### config.mk
export PLATFORM = sky130hd
export DESIGN_NAME = kvtr_clear
export DESIGN_NICKNAME = d
export VERILOG_FILES = /design/src/rtl/kvtr_clear.sv
export SDC_FILE = /design/constraint.sdc
export NUM_CORES = 1
export LEC_CHECK = 0
export BUFFER_PORTS_ARGS = -buffer_cell sky130_fd_sc_hd__buf_2
export CAP_MARGIN = 0
export CORE_MARGIN = 1.5
export CORE_UTILIZATION = 50
export DETAILED_ROUTE_END_ITERATION = 16
export MAX_ROUTING_LAYER = met4
export PLACE_DENSITY = 0.75
export SYNTH_ARGS = -nofsm -noshare
export SYNTH_HDL_FRONTEND = slang
export SYNTH_SLANG_ARGS = --single-unit
### constraint.sdc
create_clock -name clock -period 1.91 [get_ports clock]
set_input_delay 0.0955 -clock clock [delete_from_list [all_inputs] [get_ports clock]]
set_output_delay 0.0955 -clock clock [all_outputs]
set_load 0.1 [all_outputs]
### src/rtl/kvtr_clear.sv
module kvtr_clear #(
   parameter int ADDR_W = 16
) (
   input  logic              clock,
   input  logic              reset,
   output logic              busy,
   output logic [ADDR_W-1:0] addr
);

   logic              busy_ff;
   logic              busy_in;
   logic [ADDR_W-1:0] addr_ff;
   logic [ADDR_W-1:0] addr_in;

   always_comb begin
      busy_in = busy_ff;
      addr_in = addr_ff;
      if (busy_ff) begin
         addr_in = addr_ff + ADDR_W'(1);
         busy_in = (addr_ff != {ADDR_W{1'b1}});
      end
   end

   always_ff @(posedge clock) begin
      if (reset) begin
         busy_ff <= 1'b1;
         addr_ff <= '0;
      end else begin
         busy_ff <= busy_in;
         addr_ff <= addr_in;
      end
   end

   assign busy = busy_ff;
   assign addr = addr_ff;

endmodule

==> results of run 1 <==
metrics by stage:
stage,power (mW),cell area (um2),worst slack [ns],instances,util
after global placement,0.443,893,0.357,118,0.600
final,0.630,920,0.236,122,0.618
after detailed placement,0.445,893,0.283,118,0.600
after global routing,0.657,920,0.185,122,0.618
after CTS,0.634,920,0.250,122,0.618
after floorplan,0.433,798,0.00561,87,-
layer usage:
layer	routed length [um]	track usage
met5	0	-
met2	755	0.320
met3	72	0.0431
met4	42	0.119
met1	711	0.221
how the worst max path moves through the flow:
| stage | from | endpoint | slack, ns | cells after the start |
|---|---|---|---|---|
| floorplan | addr[11] | addr[14] | 0.006 | 3 |
| global placement | addr[0] | addr[14] | 0.36 | 4 |
| detailed placement | addr[0] | addr[14] | 0.28 | 4 |
| CTS | addr[0] | addr[14] | 0.25 | 4 |
| global route | addr[0] | addr[14] | 0.19 | 4 |
| finish | addr[0] | addr[14] | 0.24 | 4 |
registers in the layout (all words and copies together) (netlist names):
| register | cells |
|---|---|
| busy | 1 |
| addr | 16 |
critical path: cells and delay by family, from the launching register on:
| family | cells | cell delay (ns) |
|---|---|---|
| adders and majority gates | 1 | 0.27 |
| muxes | 1 | 0.38 |
| DFF | 1 | 0.38 |
| and+or+nand+nor | 2 | 0.54 |
cell usage after synthesis, types with 2 or more instances:
| library cell | instances | share of area |
|---|---|---|
| and4_4 | 2 | 0.029 |
| nor2_1 | 13 | 0.062 |
| o21ai_0 | 4 | 0.026 |
| xor2_1 | 5 | 0.056 |
| nor2b_1 | 3 | 0.024 |
| xnor2_1 | 3 | 0.033 |
| nand2_1 | 7 | 0.033 |
| dfxtp_1 | 17 | 0.43 |
| nor3_1 | 2 | 0.013 |
| or3_1 | 3 | 0.024 |
| nand3_1 | 4 | 0.026 |
| a21oi_1 | 4 | 0.026 |
| mux2_2 | 3 | 0.043 |
| and2_1 | 2 | 0.016 |
| nand4_1 | 2 | 0.016 |
where the power goes:
part           internal [mW]  total, mW  switching, mW
Combinational         0.0128     0.0691         0.0563
Clock                 0.0811      0.193          0.112
Sequential             0.361      0.367        0.00671
logic make-up after synthesis:
| kind of cell | count (synthesis) |
|---|---|
| flip-flops | 17 |
| AO/OA/AOI/OAI | 9 |
| buffers and inverters | 4 |
| multiplexers | 4 |
| adder cells (fa/ha/maj) | 1 |
| XOR/XNOR | 8 |
| AND/OR/NAND/NOR | 44 |
area by class of cell:
cell class,instances,area share
well taps,16,0.0218
repair buffers,18,0.0980
inverters,1,0.00408
flip-flops and latches,17,0.385
clock buffers,4,0.0286
multi-input cells,66,0.463
==> flow_summary.json, run 1 <==
{
  "dr.pass1.iters": 4,
  "crit_type": "reg2reg",
  "n_antenna_cell": 0,
  "synth_top_family_by_area": "simple AND/OR/NAND/NOR gates",
  "ys_warn_count": 0,
  "rsz0062_at_grt": "no",
  "final_common_cell": "buf_2",
  "synth_edf_count": 0,
  "numCtsBuffers": 3,
  "antenna_found_initial": 0,
  "rr_worst_depth": 4,
  "fin_nets": 110,
  "min_from": "reset",
  "post_cts_buffers": 0,
  "fp.dieH_um": 42.6,
  "min_period_over_period": 0.876,
  "setup_viol": 0,
  "grt_pass1_vias": 580,
  "timing.rr.start": "addr[0]",
  "crit_path_start_kind": "flop",
  "hold_depth": 2,
  "fp.coreArea_mm2": 0.00149,
  "slowest_stage": "dfxtp_2",
  "cts-root-buf": "clkbuf_4",
  "post_cts_resized": 0,
  "multi_input_area_um2": 425,
  "hold_end": "addr[2]",
  "rows": 14,
  "worstMarginPinSlew_ns": 0.486,
  "clk-insertion-delay-late_ns": 0.29,
  "tritoncts": "done",
  "drive_above_1_share": 0.377,
  "fmax_ghz": 0.597,
  "grt_first_pass_wirelength_um": 2570,
  "syn_avg_cell_area_um2": 9.02,
  "fin_skew_ns": 0.00132,
  "synthSimpleGateAreaFrac": 0.319,
  "cts_htree_levels": 1,
  "wl_per_cell_um": 13.0,
  "synthFlopType": "dfxtp_1",
  "async_reset_ff_frac": 0,
  "num_vias": 689,
  "synth_area_um2": 785,
  "end_kind": "flop",
  "seqCellArea_um2": 354,
  "critPathRequiredTime_ns": 2.09,
  "hold_buffers": 0,
  "dp_hpwl_um": 1100,
  "worstPathCellList": "ha_1, nand4_1, nor4_1, mux2_2",
  "grt_util_all_layers": 0.198,
  "fillers": 140,
  "tns_ns": 0,
  "pin_count": 19,
  "drt_wl_total_um": 1580,
  "maxCapViolations": 0,
  "cp_max_fo": 5,
  "arrival_ns": 1.86,
  "layout_min_cycle_time_ns": 1.67,
  "hold_violations": 0,
  "hold_ws_ns": 0.173,
  "cts_sinks": 17,
  "final_antenna_net_count": 0,
  "start_util": 0.527,
  "netlist_instances": 87,
  "ys_types": 28,
  "gp_congestion": 0.805,
  "worstReg2RegEnd": "addr[14]",
  "drt_iter0_markers": 18,
  "synth_compound_area_frac": 0.0622,
  "ir_drop_mv": 0.486,
  "yosysSeqAreaShare": 0.434,
  "slowest_delay_ns": 0.38,
  "synth_adder_area_share": 0.0159,
  "ys_seq_elements": 17,
  "cts_buffer_depth": 2,
  "min_path_type": "in2reg",
  "p_per_area_mw_per_mm2": 685,
  "grt-ovfl-total": 0,
  "r2r_slack_ns": 0.24,
  "synth_mux_area_frac": 0.0558,
  "io_buffers": 18,
  "drc": 0,
  "power_leakage_nw": 0.390,
  "avgViaCountPerCell": 5.65,
  "grt_max_degree": 21,
  "die_area_mm2": 0.00182,
  "die_w_um": 42.6,
  "area_growth_pct": 17.2,
  "mostFrequentLayoutCells": "buf_2, nor2_1, dfxtp_2",
  "slew_viol_final": 0,
  "clk_pin_slew_ns": 0.10,
  "status": "complete, no violations",
  "slew_headroom": 0.678,
  "syn-num-nets": 90,
  "synth_xor_area_frac": 0.0893
}
Power figures use the tool's default switching activity.
==> inputs of run 2 (changes only) <==
--- a/config.mk
+++ b/config.mk
@@ -8,10 +8,10 @@
 export BUFFER_PORTS_ARGS = -buffer_cell sky130_fd_sc_hd__buf_2
 export CAP_MARGIN = 0
 export CORE_MARGIN = 1.5
-export CORE_UTILIZATION = 50
+export CORE_UTILIZATION = 32
 export DETAILED_ROUTE_END_ITERATION = 16
 export MAX_ROUTING_LAYER = met4
-export PLACE_DENSITY = 0.75
+export PLACE_DENSITY = 0.52
 export SYNTH_ARGS = -nofsm -noshare
 export SYNTH_HDL_FRONTEND = slang
 export SYNTH_SLANG_ARGS = --single-unit
==> flow_summary.json, run 2 (synthesis gave the netlist of run 1 again) <==
{
  "status": "complete, no violations",
  "min_period_over_period": 0.833,
  "slew_headroom": 0.678,
  "power_mw": 0.623,
  "worstPathCellList": "ha_1, nand4_1, nor4_1, mux2_2",
  "n_antenna_cell": 0,
  "crit_path_start_kind": "flop",
  "power_leakage_nw": 0.390,
  "switching_share": 0.272,
  "fin_skew_ns": 0.00115,
  "clk-insertion-delay-late_ns": 0.28,
  "io_buffers": 18,
  "drc": 0,
  "hold_buffers": 0,
  "post_cts_resized": 0,
  "critPathRequiredTime_ns": 2.09,
  "switching_power_mw": 0.169,
  "grt_util_all_layers": 0.133,
  "mostFrequentLayoutCells": "buf_2, nor2_1, dfxtp_2",
  "drive_above_1_share": 0.377,
  "start_util": 0.348,
  "avgViaCountPerCell": 5.01,
  "tritoncts": "done",
  "worst_slack_ns": 0.318,
  "min_path_type": "in2reg",
  "p_per_area_mw_per_mm2": 667,
  "p_int_mw": 0.454,
  "crit_type": "reg2reg",
  "area_growth_pct": 19.1,
  "grt_max_degree": 21,
  "gp_congestion": 0.721,
  "cp_max_fo": 5,
  "p_seq_frac": 0.589,
  "fp.coreArea_mm2": 0.00225,
  "pin_count": 19,
  "num_vias": 671,
  "seqCellArea_um2": 354,
  "ir_drop_mv": 0.292,
  "largest_reg_flops": 16,
  "cts_buffer_depth": 2,
  "end_kind": "flop",
  "tns_ns": 0,
  "post_cts_buffers": 0,
  "rows": 17,
  "fp.dieH_um": 52.5,
  "drt_wl_total_um": 1530,
  "grt_pass1_vias": 598,
  "fmax_ghz": 0.628,
  "multi_input_area_um2": 425,
  "arrival_ns": 1.77,
  "numCtsBuffers": 3,
  "drt_iter0_markers": 1,
  "die_w_um": 52.5,
  "slew_viol_final": 0,
  "layout_min_cycle_time_ns": 1.59,
  "setup_viol": 0,
  "cts_sinks": 17,
  "slowest_delay_ns": 0.37,
  "slowest_stage": "mux2_2",
  "cts-root-buf": "clkbuf_4",
  "fin_nets": 110,
  "rsz0062_at_grt": "no",
  "fillers": 254,
  "worstMarginPinSlew_ns": 0.487,
  "clockPowerShare": 0.302,
  "final_common_cell": "buf_2",
  "hold_violations": 0,
  "cts_htree_levels": 1,
  "die_area_mm2": 0.00276,
  "clk_pin_slew_ns": 0.09,
  "grt_first_pass_wirelength_um": 2700,
  "maxCapViolations": 0,
  "dr.pass1.iters": 3,
  "pwr-share-comb": 0.109,
  "dp_hpwl_um": 1170,
  "final_antenna_net_count": 0,
  "post-place-ws_ns": 0.300,
  "wl_per_cell_um": 11.4,
  "antenna_found_initial": 0,
  "grt-ovfl-total": 0
}
## run 2: per-layer routing
metal / global-route usage / up-vias / share of wire / wire length, um
met3: 0.0257 / 4 / 0.042 / 65
met4: 0.0385 / 0 / 0.012 / 19
li1: - / 341 / - / -
met2: 0.202 / 14 / 0.44 / 679
met1: 0.179 / 312 / 0.50 / 769
met5: - / - / 0 / 0
## run 2: final timing paths
path,startpoint,endpoint,slack [ns],cells after the start
min,reset,addr[3],0.18,2
min reg2reg,addr[9],addr[9],0.50,2
max,addr[0],addr[14],0.32,4
max reg2reg,addr[0],addr[14],0.32,4
## run 2: critical path: cells and delay by family (launching register included)
kind / cells / cell delay, ns
flops: 1 / 0.36
fa+ha+maj: 1 / 0.21
simple gates: 2 / 0.54
mux: 1 / 0.37
## run 2: cell type report
cell class                      count  share of cell area
Timing Repair Buffer               18              0.0964
Sequential cell                    17               0.379
Multi-Input combinational cell     66               0.455
Tap cell                           28              0.0375
Clock buffer                        4              0.0281
Inverter                            1             0.00402
## run 2: power groups by stage
stage	clock [mW]	sequential (mW)	combinational, mW
2_1_floorplan	0	0.414	0.0191
3_3_place_gp	0	0.375	0.0694
3_5_place_dp	0	0.376	0.0685
4_1_cts	0.196	0.367	0.0690
5_1_grt	0.209	0.369	0.0724
6_report	0.188	0.367	0.0681
## run 2: per-stage QoR
step / cells / utilization / area, um2 / hold WS, ns
floorplan: 87 / - / 798 / 0.339
global placement: 130 / 0.403 / 908 / 0.479
detailed placement: 130 / 0.403 / 908 / 0.485
CTS: 134 / 0.415 / 935 / 0.187
global route: 134 / 0.415 / 935 / 0.204
finish: 134 / 0.415 / 935 / 0.182
