[config.mk]
export PLATFORM = sky130hd
export DESIGN_NAME = kvtr_stats
export DESIGN_NICKNAME = d
export VERILOG_FILES = /design/src/rtl/kvtr_pkg.sv /design/src/rtl/kvtr_stats.sv
export SDC_FILE = /design/constraint.sdc
export NUM_CORES = 1
export LEC_CHECK = 0
export BUFFER_PORTS_ARGS = -buffer_cell sky130_fd_sc_hd__buf_2
export CAP_MARGIN = 40
export CORE_MARGIN = 4
export CORE_UTILIZATION = 30
export DETAILED_ROUTE_END_ITERATION = 12
export SETUP_SLACK_MARGIN = 0.3
export SYNTH_ARGS = -nofsm -noshare
export SYNTH_HDL_FRONTEND = slang
export SYNTH_SLANG_ARGS = --single-unit
export TNS_END_PERCENT = 100
[constraint.sdc]
create_clock -name clock -period 8.3 [get_ports clock]
set_input_delay 0.415 -clock clock [delete_from_list [all_inputs] [get_ports clock]]
set_output_delay 0.415 -clock clock [all_outputs]
set_load 0.01 [all_outputs]
[src/rtl/kvtr_pkg.sv]
package kvtr_pkg;

   localparam logic [1:0] KIND_GET = 2'd0;
   localparam logic [1:0] KIND_SET = 2'd1;
   localparam logic [1:0] KIND_DEL = 2'd2;
   localparam logic [1:0] KIND_BAD = 2'd3;

   localparam logic [4:0] WINDOW_SHIFT_RESET = 5'd15;

   typedef struct packed {
      logic [1:0]  kind;
      logic [15:0] key;
      logic [31:0] obj_size;
      logic        last_item;
   } req_type;

   typedef struct packed {
      logic        hit;
      logic        bad_kind;
      logic        window_end;
      logic [47:0] stored_bytes;
      logic [16:0] live_objects;
      logic [31:0] win_ops;
      logic [31:0] win_gets;
      logic [31:0] win_sets;
      logic [31:0] win_dels;
      logic [31:0] win_set_hits;
      logic [31:0] win_del_hits;
      logic [31:0] win_hits;
   } rsp_type;

   // one resolved operation handed to the statistics unit
   typedef struct packed {
      logic        go;
      logic [1:0]  kind;
      logic        hit;
      logic        last;
      logic [31:0] old_size;
      logic [31:0] new_size;
   } upd_type;

endpackage

[src/rtl/kvtr_stats.sv]
module kvtr_stats (
   input  logic             clock,
   input  logic             reset,
   input  kvtr_pkg::upd_type upd,
   input  logic [4:0]       window_shift,
   output kvtr_pkg::rsp_type rsp
);

   logic [47:0] total_ff,    total_in;
   logic [16:0] live_ff,     live_in;
   logic [30:0] pos_ff,      pos_in;
   logic [31:0] ops_ff,      ops_in;
   logic [31:0] gets_ff,     gets_in;
   logic [31:0] sets_ff,     sets_in;
   logic [31:0] dels_ff,     dels_in;
   logic [31:0] set_hits_ff, set_hits_in;
   logic [31:0] del_hits_ff, del_hits_in;
   logic [31:0] hits_ff,     hits_in;

   logic        valid;
   logic        is_get;
   logic        is_set;
   logic        is_del;
   logic        hit;
   logic        wend;
   logic [30:0] pos_next;
   logic [30:0] win_mask;
   logic [47:0] add_val;
   logic [47:0] sub_val;
   logic [31:0] ops_n, gets_n, sets_n, dels_n, set_hits_n, del_hits_n, hits_n;
   logic [47:0] total_n;
   logic [16:0] live_n;

   assign valid  = (upd.kind != kvtr_pkg::KIND_BAD);
   assign is_get = (upd.kind == kvtr_pkg::KIND_GET);
   assign is_set = (upd.kind == kvtr_pkg::KIND_SET);
   assign is_del = (upd.kind == kvtr_pkg::KIND_DEL);
   assign hit    = valid && upd.hit;

   assign pos_next = pos_ff + 31'd1;
   assign win_mask = ~(31'h7FFF_FFFF << window_shift);

   assign add_val = is_set ? {16'd0, upd.new_size} : 48'd0;
   assign sub_val = (hit && (is_set || is_del)) ? {16'd0, upd.old_size} : 48'd0;

   always_comb begin
      total_n    = total_ff;
      live_n     = live_ff;
      ops_n      = ops_ff;
      gets_n     = gets_ff;
      sets_n     = sets_ff;
      dels_n     = dels_ff;
      set_hits_n = set_hits_ff;
      del_hits_n = del_hits_ff;
      hits_n     = hits_ff;
      wend       = 1'b0;
      if (valid) begin
         total_n    = total_ff + add_val - sub_val;
         live_n     = live_ff + {16'd0, is_set && !hit} - {16'd0, is_del && hit};
         ops_n      = ops_ff + 32'd1;
         gets_n     = gets_ff + {31'd0, is_get};
         sets_n     = sets_ff + {31'd0, is_set};
         dels_n     = dels_ff + {31'd0, is_del};
         set_hits_n = set_hits_ff + {31'd0, is_set && hit};
         del_hits_n = del_hits_ff + {31'd0, is_del && hit};
         hits_n     = hits_ff + {31'd0, hit};
         wend       = ((pos_next & win_mask) == 31'd0) || upd.last;
      end
   end

   always_comb begin
      total_in    = total_ff;
      live_in     = live_ff;
      pos_in      = pos_ff;
      ops_in      = ops_ff;
      gets_in     = gets_ff;
      sets_in     = sets_ff;
      dels_in     = dels_ff;
      set_hits_in = set_hits_ff;
      del_hits_in = del_hits_ff;
      hits_in     = hits_ff;
      if (upd.go && valid) begin
         total_in = total_n;
         live_in  = live_n;
         pos_in   = upd.last ? 31'd0 : pos_next;
         if (wend) begin
            ops_in      = '0;
            gets_in     = '0;
            sets_in     = '0;
            dels_in     = '0;
            set_hits_in = '0;
            del_hits_in = '0;
            hits_in     = '0;
         end else begin
            ops_in      = ops_n;
            gets_in     = gets_n;
            sets_in     = sets_n;
            dels_in     = dels_n;
            set_hits_in = set_hits_n;
            del_hits_in = del_hits_n;
            hits_in     = hits_n;
         end
      end
   end

   always_ff @(posedge clock) begin
      if (reset) begin
         total_ff    <= '0;
         live_ff     <= '0;
         pos_ff      <= '0;
         ops_ff      <= '0;
         gets_ff     <= '0;
         sets_ff     <= '0;
         dels_ff     <= '0;
         set_hits_ff <= '0;
         del_hits_ff <= '0;
         hits_ff     <= '0;
      end else begin
         total_ff    <= total_in;
         live_ff     <= live_in;
         pos_ff      <= pos_in;
         ops_ff      <= ops_in;
         gets_ff     <= gets_in;
         sets_ff     <= sets_in;
         dels_ff     <= dels_in;
         set_hits_ff <= set_hits_in;
         del_hits_ff <= del_hits_in;
         hits_ff     <= hits_in;
      end
   end

   always_comb begin
      rsp.hit          = hit;
      rsp.bad_kind     = !valid;
      rsp.window_end   = wend;
      rsp.stored_bytes = total_n;
      rsp.live_objects = live_n;
      rsp.win_ops      = ops_n;
      rsp.win_gets     = gets_n;
      rsp.win_sets     = sets_n;
      rsp.win_dels     = dels_n;
      rsp.win_set_hits = set_hits_n;
      rsp.win_del_hits = del_hits_n;
      rsp.win_hits     = hits_n;
   end

endmodule

==> results of run 1 <==
## cells by family (layout without fill, tap and decap cells)
| kind of cell | count (synthesis) | after routing | synth area share (%) |
|---|---|---|---|
| buffers and inverters | 382 | 666 | 7.319 |
| DFF | 320 | 320 | 28.76 |
| xor gates and xnor gates | 301 | 301 | 11.84 |
| adders and majority gates | 115 | 115 | 7.572 |
| other | 0 | 2 | 0 |
| and+or+nand+nor | 1017 | 1017 | 22.26 |
| muxes | 39 | 39 | 1.848 |
| AOI/OAI and AO/OA | 704 | 704 | 20.41 |
## power breakdown
part / leakage (nW) / internal [W] / switching, W / total, W
Combinational: 7.94 / 0.00155 / 0.00251 / 0.00406
Sequential: 2.59 / 0.00165 / 0.0000973 / 0.00175
Clock: 0.690 / 0.00110 / 0.000759 / 0.00186
## state kept, by name, summed over array words and instances, names as in the netlist
register,count
total_ff,48
del_hits_ff,32
dels_ff,32
gets_ff,32
hits_ff,32
ops_ff,32
set_hits_ff,32
sets_ff,32
pos_ff,31
live_ff,17
## layout make-up
cell class | instances | area, um2 | area share, %
multi-input cells | 2176 | 14300 | 54.72
clock buffers | 63 | 1241 | 4.750
well taps | 959 | 1200 | 4.592
diodes | 2 | 5.005 | 0.01915
inverters | 200 | 750.7 | 2.873
flip-flops and latches | 320 | 6406 | 24.52
repair buffers | 389 | 2082 | 7.968
clock inverters | 14 | 146.4 | 0.5602
## worst min path at each step
stage | from | end | slack (ps) | depth (start not counted)
3_5_place_dp | total_ff[1] | total_ff[1] | 470 | 2
4_1_cts | reset | pos_ff[9] | 260 | 2
3_3_place_gp | total_ff[23] | total_ff[23] | 460 | 2
5_1_grt | reset | pos_ff[8] | 290 | 2
2_1_floorplan | total_ff[1] | total_ff[1] | 450 | 2
6_report | reset | pos_ff[2] | 300 | 2
## per-layer routing
| metal | wire [um] | up-vias | share of wire [%] | GRT usage [%] |
|---|---|---|---|---|
| li1 | - | 10550 | - | - |
| met4 | 1683 | 4 | 2.3 | 4.548 |
| met3 | 4843 | 96 | 6.7 | 3.828 |
| met2 | 32220 | 541 | 45 | 28.55 |
| met1 | 33190 | 9922 | 46 | 23.70 |
| met5 | 26 | - | 0.036 | 0 |
## layout by cell type (no fill, tap or decap), drive strengths merged, types with 84 or more instances in the layout
master	count
buf	389
dfxtp	320
nand2	317
nor2	225
a21oi	203
inv	202
xnor2	186
o21ai	186
a22o	134
nand3	133
xor2	115
and3	84
## stage by stage
step | area [um2] | util, % | total power [W] | worst slack, ps | instances
floorplan | 22270 | - | 0.004555 | 3403 | 2878
global placement | 24650 | 33.61 | 0.005838 | 2460 | 4039
detailed placement | 24740 | 33.73 | 0.005839 | 2501 | 4044
CTS | 26130 | 35.63 | 0.007762 | 2465 | 4121
global route | 26130 | 35.63 | 0.008305 | 2200 | 4121
finish | 26130 | 35.63 | 0.007666 | 2459 | 4123
==> flow_summary.json, run 1 <==
{
  "clock_path_buffers": 3,
  "vias": 21110,
  "num_rows": 99,
  "drv_cap": 0,
  "hold_viol": 0,
  "r2r-start": "total_ff[1]",
  "setup_viol": 0,
  "cp.arrival_ps": 5430,
  "synth_area_per_cell_um2": 7.739,
  "io_pins": 368,
  "cp_cell_sequence": "buf_2 -> inv_1 -> ha_2 -> buf_4 -> nand2_1 -> fa_1 -> inv_1 -> fa_1 -> a21oi_1 -> o211a_1 -> o22ai_1 -> a211oi_1 -> o31a_1 -> o31ai_2 -> a21oi_1 -> o22ai_1 -> xnor2_1 -> o21ai_0 -> buf_2",
  "ir_drop_v": 0.0002566,
  "synth_top_area_share_pct": 28.76,
  "fin_crit_ps": 5841,
  "path_max_fanout": 31,
  "synth_top_cells_by_area": "dfxtp_1 (29%), xnor2_1 (7.3%), nand2_1 (5.3%), a22o_1 (5.3%), ha_1 (4.6%)",
  "synthTopCellsByCount": "dfxtp_1 (320), nand2_1 (316), nor2_1 (225)",
  "async_flop_share_pct": 0,
  "drv_slew": 0,
  "ys_seq_elements": 320,
  "cts.sinks": 320,
  "powerDensity_mw_per_mm2": 293.4,
  "p_leak_nw": 11.22,
  "cts_buffers": 43,
  "cts_tree": "yes",
  "syn-cell-area_mm2": 0.02227,
  "wl_um": 71970,
  "grt_max_degree": 187,
  "cp_top_family": "compound AO/OA/AOI/OAI gates",
  "tightest_slew_ps": 1197,
  "die_w_um": 280.5,
  "numPortBuffers": 367,
  "synth.most_common_cell": "dfxtp_1",
  "path_depth": 19,
  "synth_top_cell_by_area": "dfxtp_1",
  "crit_type": "in -> out",
  "start_util_pct": 30.37,
  "ys.flop_type": "dfxtp_1",
  "die_y_um": 280.5,
  "fin_tns_setup_ps": 0,
  "ys_warn_count": 0,
  "coreArea_mm2": 0.07333,
  "clkSlewWorstSetupHoldPaths_ps": 60,
  "cts_resized": 0,
  "routed_via_density": 5.120,
  "holdWs_ps": 304.9,
  "fmax_mhz": 171.2,
  "drt_iter0_drc": 1258,
  "nFillCells": 7710,
  "holdBufCountCts": 0,
  "seq_area_frac_synth_pct": 28.76,
  "nNetsFinal": 3321,
  "syn_nets": 3069,
  "grt_pass1_vias": 19780,
  "drcViolationCount": 0,
  "crit_buf_inv": 5,
  "cts-root-buf": "clkbuf_16",
  "first_pass_iters": 5,
  "skew_ps": 13.02,
  "worst_r2r_endpoint": "total_ff[46]",
  "syn_to_final_growth_pct": 17.31,
  "hp-class": "in -> reg",
  "slowest_delay_ps": 500,
  "cp.required_ps": 7890,
  "hpwl_um": 51820,
  "clkLatencyLatePin_ps": 560,
  "rsz0062_at_grt": "no",
  "postRouteAntennaNets": 0,
  "fin_crit_sh_pct": 70.38,
  "r2r_slack_ps": 3740,
  "synthCells": 2878,
  "worstSetupStartpoint": "upd[67]",
  "htreeDepth": 2,
  "start_kind": "input pin",
  "dieArea_mm2": 0.07867,
  "grt-ovfl-total": 0,
  "cp-end-kind": "output port",
  "wl_per_cell_um": 17.46,
  "gp_congestion": 0.8754,
  "post-cts-setup-buffer-count": 0,
  "antenna_found_initial": 4,
  "critPathCapture": "rsp[287]",
  "status": "finished clean",
  "reg2regPathDepth": 14,
  "grt.total_usage_pct": 17.57,
  "slowest_stage": "fa_1",
  "slew_headroom_pct": 20.19,
  "grt_pass1_wl_um": 112200,
  "synth.distinct_cells": 83,
  "layout-drive-gt1-share_pct": 16.26,
  "synth_edf_count": 0
}
(Power assumes the default switching activity.)
==> run 2: changes to the inputs <==
==> constraint.sdc (replaced) <==
create_clock -name clock -period 5 [get_ports clock]
set_input_delay 0.25 -clock clock [delete_from_list [all_inputs] [get_ports clock]]
set_output_delay 0.25 -clock clock [all_outputs]
set_load 0.01 [all_outputs]
==> run 2 against run 1 <==
Compared with the run above:
- final cell count up 1.3%
- final area up 2.6%
- largest cell class unchanged
- total power up 77%
- global-route usage down 0.093 points
- worst hold slack worse by 170 ps
- non-clock buffer count up 55
- sequential share of layout area down 0.63 points
- core utilization up 0.94 points
- sequential power up 66%
==> flow_summary.json, run 2 (same netlist as run 1, synthesis figures left out) <==
{
  "first_pass_iters": 5,
  "fin_crit_ps": 4527,
  "final_common_cell": "buf_2",
  "cts-root-buf": "clkbuf_16",
  "dieArea_mm2": 0.07867,
  "nNetsFinal": 3375,
  "antenna_found_initial": 8,
  "fin_crit_sh_pct": 90.54,
  "status": "finished clean",
  "skew_ps": 38.45,
  "slowest_stage": "fa_1",
  "min_path_cells": 2,
  "clock_path_buffers": 3,
  "nFillCells": 7736,
  "drv_cap": 0,
  "hp-class": "in -> reg",
  "cts_tree": "yes",
  "largest-register": "total_ff",
  "worst_slack_ps": 472.9,
  "cp.required_ps": 4750,
  "p_total_w": 0.01359,
  "slowest_delay_ps": 500,
  "grt_pass1_wl_um": 112100,
  "post-place-cells": 4092,
  "postRouteAntennaNets": 0,
  "seqCellArea_mm2": 0.006407,
  "cp_top_family": "compound AO/OA/AOI/OAI gates",
  "start_util_pct": 30.37,
  "io_pins": 368,
  "reg2regPathDepth": 13,
  "largest_reg_flops": 48,
  "routed_via_density": 5.077,
  "drv_slew": 0,
  "gp_congestion": 0.8560,
  "layout-drive-gt1-share_pct": 18.61,
  "setup_viol": 0,
  "wl_um": 72190,
  "die_w_um": 280.5,
  "coreArea_mm2": 0.07333,
  "cp_cell_sequence": "buf_2 -> inv_2 -> ha_4 -> buf_12 -> and3_1 -> fa_1 -> inv_1 -> ha_4 -> and4_1 -> o211ai_1 -> o22ai_2 -> a211oi_2 -> o31a_1 -> o31ai_4 -> a31oi_4 -> buf_12 -> o31ai_4 -> xnor2_1 -> o21ai_2 -> buf_2",
  "final_cell_mix": "buf_2 (366), dfxtp_1 (319), nand2_1 (314)",
  "powerDensity_mw_per_mm2": 506.9,
  "grt_max_degree": 187,
  "holdWs_ps": 130.8,
  "die_y_um": 280.5,
  "crit_buf_inv": 6,
  "start_kind": "input pin",
  "final_core_util_pct": 36.57,
  "grt-ovfl-total": 0,
  "grt.total_usage_pct": 17.47,
  "numPortBuffers": 367,
  "path_depth": 20,
  "r2r_slack_ps": 970,
  "htreeDepth": 2,
  "cts_buffers": 42,
  "preCtsSetupSlack_ps": -9.438,
  "rsz0062_at_grt": "yes",
  "num_rows": 99,
  "path_max_fanout": 32,
  "ir_drop_v": 0.0004779,
  "holdBufCountCts": 0,
  "drt_iter0_drc": 1160,
  "fmax_mhz": 220.9,
  "hpwl_um": 52130,
  "wl_per_cell_um": 17.29,
  "p_leak_nw": 11.50,
  "cts.sinks": 320,
  "cp-end-kind": "output port",
  "multiInputGateArea_mm2": 0.01454,
  "drcViolationCount": 0,
  "fin_cells": 4176,
  "crit_type": "in -> out",
  "vias": 21200,
  "clkSlewWorstSetupHoldPaths_ps": 50,
  "tightest_slew_ps": 998.2,
  "clkLatencyLatePin_ps": 590,
  "slew_headroom_pct": 33.45,
  "hold_viol": 0,
  "grt_pass1_vias": 20110,
  "syn_to_final_growth_pct": 20.41,
  "cp.arrival_ps": 4280
}
## run 2: cell types whose count changed in the layout (fill, tap and decap cells not counted), moves of 3 or more
cell	previous run	this run
a211oi_1	20	17
a211oi_2	0	3
clkinv_2	8	4
o21ai_1	20	25
ha_4	1	7
o21ai_0	165	157
ha_1	80	74
buf_12	4	10
buf_4	17	67
## run 2: where the power goes
part	internal, W	leakage, nW	switching, W	total [W]
sequential	0.00274	2.59	0.000162	0.00290
clock	0.00175	0.659	0.00129	0.00304
combinational	0.00322	8.25	0.00442	0.00765
total	0.00771	11.5	0.00588	0.0136
## run 2: path summary, 6_finish.rpt
path              start         end
min               reset  live_ff[7]
min reg2reg  live_ff[0]  live_ff[0]
max             upd[66]    rsp[285]
max reg2reg   pos_ff[0]  gets_ff[5]
## run 2: layer usage
metal	GRT usage, %	vias up	routed length (um)
li1	-	10640	-
met4	3.651	4	1288
met1	23.79	9996	33670
met2	29.03	485	32860
met5	0	-	27
met3	3.170	82	4350
## run 2: final cells by class
class | count | share of cell area, %
multi-input combinational | 2176 | 54.22
sequential | 320 | 23.89
timing repair buffer | 444 | 9.494
clock buffer | 63 | 4.549
tap | 959 | 4.474
inverter | 200 | 2.799
clock inverter | 10 | 0.5412
antenna | 4 | 0.03732
## run 2: what timing repair did
action | CTS | global route
resized for setup | 24 | 27
setup endpoints to repair | 14 | 28
pin swaps | 8 | 11
cloned | 0 | 0
setup buffers | 4 | 3
## run 2: through the flow
step | TNS, ps | area (um2)
floorplan | 0 | 22270
global placement | 0 | 25110
detailed placement | -9.438 | 25130
CTS | 0 | 26650
global route | 0 | 26810
finish | 0 | 26820
==> run 3: changes to the inputs <==
--- a/config.mk
+++ b/config.mk
@@ -10,6 +10,7 @@
 export CORE_MARGIN = 4
 export CORE_UTILIZATION = 30
 export DETAILED_ROUTE_END_ITERATION = 12
+export RECOVER_POWER = 100
 export SETUP_SLACK_MARGIN = 0.3
 export SYNTH_ARGS = -nofsm -noshare
 export SYNTH_HDL_FRONTEND = slang
==> run 3 against run 2 <==
Compared with the run above:
- the run now ends with max-capacitance violations, max-slew violations left
- core utilization shrank 0.55 points
- highest routed layer unchanged
- final cell count hardly changed
- critical path depth did not move
- total power down 0.92%
- clock power hardly changed
- combinational power decreased by 2%
- non-clock buffer count unchanged
- clock skew rose by 1.6 ps
- count of clock-buffer cells in the layout unchanged
- fmax shrank 2.6%
==> flow_summary.json, run 3 (same netlist as run 1, synthesis figures left out) <==
{
  "fin_crit_sh_pct": 92.92,
  "numPortBuffers": 367,
  "clkSlewWorstSetupHoldPaths_ps": 50,
  "cts_buffers": 42,
  "drv_slew": 48,
  "wl_per_cell_um": 17.31,
  "first_pass_iters": 7,
  "htreeDepth": 2,
  "largest-register": "total_ff",
  "slowest_stage": "fa_1",
  "cp_top_family": "compound AO/OA/AOI/OAI gates",
  "seqCellArea_mm2": 0.006407,
  "use_met1_pct": 23.79,
  "fin_tns_setup_ps": 0,
  "p_total_w": 0.01347,
  "fin_cells": 4175,
  "fmax_mhz": 215.2,
  "cts.sinks": 320,
  "rsz0062_at_grt": "yes",
  "grt_pass1_vias": 20110,
  "failed_checks": "max-capacitance violations, max-slew violations",
  "final_cell_mix": "dfxtp_1 (319), nand2_1 (315), clkbuf_1 (260)",
  "coreArea_mm2": 0.07333,
  "post-place-cells": 4092,
  "final_common_cell": "dfxtp_1",
  "path_max_fanout": 32,
  "clock_path_buffers": 3,
  "slowest_delay_ps": 500,
  "hold_viol": 0,
  "nNetsFinal": 3375,
  "start_util_pct": 30.37,
  "gp_congestion": 0.8560,
  "crit_buf_inv": 6,
  "clkLatencyLatePin_ps": 590,
  "io_pins": 368,
  "setup_viol": 0,
  "cp_cell_sequence": "clkbuf_1 -> inv_2 -> ha_4 -> buf_12 -> and3_1 -> fa_1 -> inv_1 -> ha_1 -> a21oi_1 -> o211a_1 -> o22ai_2 -> a211oi_2 -> o31a_1 -> o31ai_4 -> a31oi_4 -> buf_12 -> o31ai_4 -> xnor2_1 -> o21ai_2 -> buf_2",
  "grt_pass1_wl_um": 112100,
  "met2_usage_pct": 29.03,
  "layout-drive-gt1-share_pct": 10.40,
  "largest_reg_flops": 48,
  "hpwl_um": 52130,
  "status": "finished with violations",
  "grt-ovfl-total": 0,
  "cp.required_ps": 4750,
  "routed_via_density": 5.077,
  "powerDensity_mw_per_mm2": 509.8,
  "cp-end-kind": "output port",
  "multiInputGateArea_mm2": 0.01448,
  "drt_iter0_drc": 1137,
  "met3_usage_pct": 3.170,
  "holdBufCountCts": 0,
  "start_kind": "input pin",
  "drv_cap": 1,
  "slew_headroom_pct": -22.78,
  "cp.arrival_ps": 4400,
  "wl_um": 72290,
  "p_leak_nw": 10.43,
  "vias": 21200,
  "num_rows": 99,
  "die_y_um": 280.5,
  "postRouteAntennaNets": 0,
  "cts_tree": "yes",
  "crit_type": "in -> out",
  "die_w_um": 280.5,
  "hp-class": "in -> reg",
  "cts-root-buf": "clkbuf_16",
  "syn_to_final_growth_pct": 18.61,
  "drcViolationCount": 0,
  "dieArea_mm2": 0.07867,
  "ir_drop_v": 0.0004488,
  "skew_ps": 40.09,
  "busiest_layer": "met2",
  "grt_max_degree": 187,
  "fin_crit_ps": 4646,
  "grt.total_usage_pct": 17.47,
  "nFillCells": 7864,
  "tightest_slew_ps": 1837,
  "antenna_found_initial": 7
}
[run 3: changes by cell type in the layout (fill, tap and decap cells not counted), moves of 4 or more]
cell	delta
clkbuf_1	+248
mux2_2	-4
buf_2	-239
mux2_1	+4
and2_1	-15
buf_4	-12
o21ai_0	+12
and2_0	+15
o21ai_1	-12
[run 3: metrics by stage]
stage	area, um2	hold slack (ps)	setup slack (ps)	util (%)
final	26420	129.1	353.8	36.03
after global routing	26410	136.8	88.35	36.02
after CTS	26650	104.8	309.1	36.35
after detailed placement	25130	472.8	-9.438	34.27
after global placement	25110	458.8	48.48	34.25
after floorplan	22270	445.9	432.7	-
[run 3: repair_timing]
item,CTS,global route
buffers inserted,4,3
endpoints found under the setup margin,14,28
gates resized for setup,24,27
pin swaps,8,11
cloned,0,0
[run 3: worst paths after layout]
path | from | to | slack (ps) | depth (start not counted)
max reg2reg | pos_ff[0] | set_hits_ff[23] | 480 | 13
min reg2reg | total_ff[1] | total_ff[1] | 480 | 2
min | reset | live_ff[7] | 130 | 2
max | upd[66] | rsp[285] | 350 | 20
[run 3: worst register-to-register path: stages (launching register included)]
cell and delay (ps):
dfxtp_1 510, ha_1 390, and4_1 400, nand3_1 300, nor2_1 420, and4_1 320, xor2_1 110, and3_1 220
o31ai_4 290, buf_4 290, a21oi_1 150, o21ai_2 170, clkbuf_1 710, nor2_1 120
[run 3: report_power, final]
| group | internal [W] | leakage, nW | switching [W] |
|---|---|---|---|
| clock | 0.00175 | 0.659 | 0.00129 |
| combinational | 0.00310 | 7.19 | 0.00442 |
| sequential | 0.00274 | 2.59 | 0.000161 |
| total | 0.00759 | 10.4 | 0.00587 |
[run 3: layer usage]
layer	share of wire, %	routed length (um)
met5	0.037	27
met4	1.8	1324
met2	45	32700
met1	47	33990
met3	5.9	4241
[run 3: final cells by class]
type / count / area share (%)
clock buffer: 63 / 4.618
sequential: 320 / 24.25
antenna: 3 / 0.02842
timing repair buffer: 444 / 8.345
inverter: 200 / 2.842
multi-input combinational: 2176 / 54.82
clock inverter: 10 / 0.5494
tap: 959 / 4.542
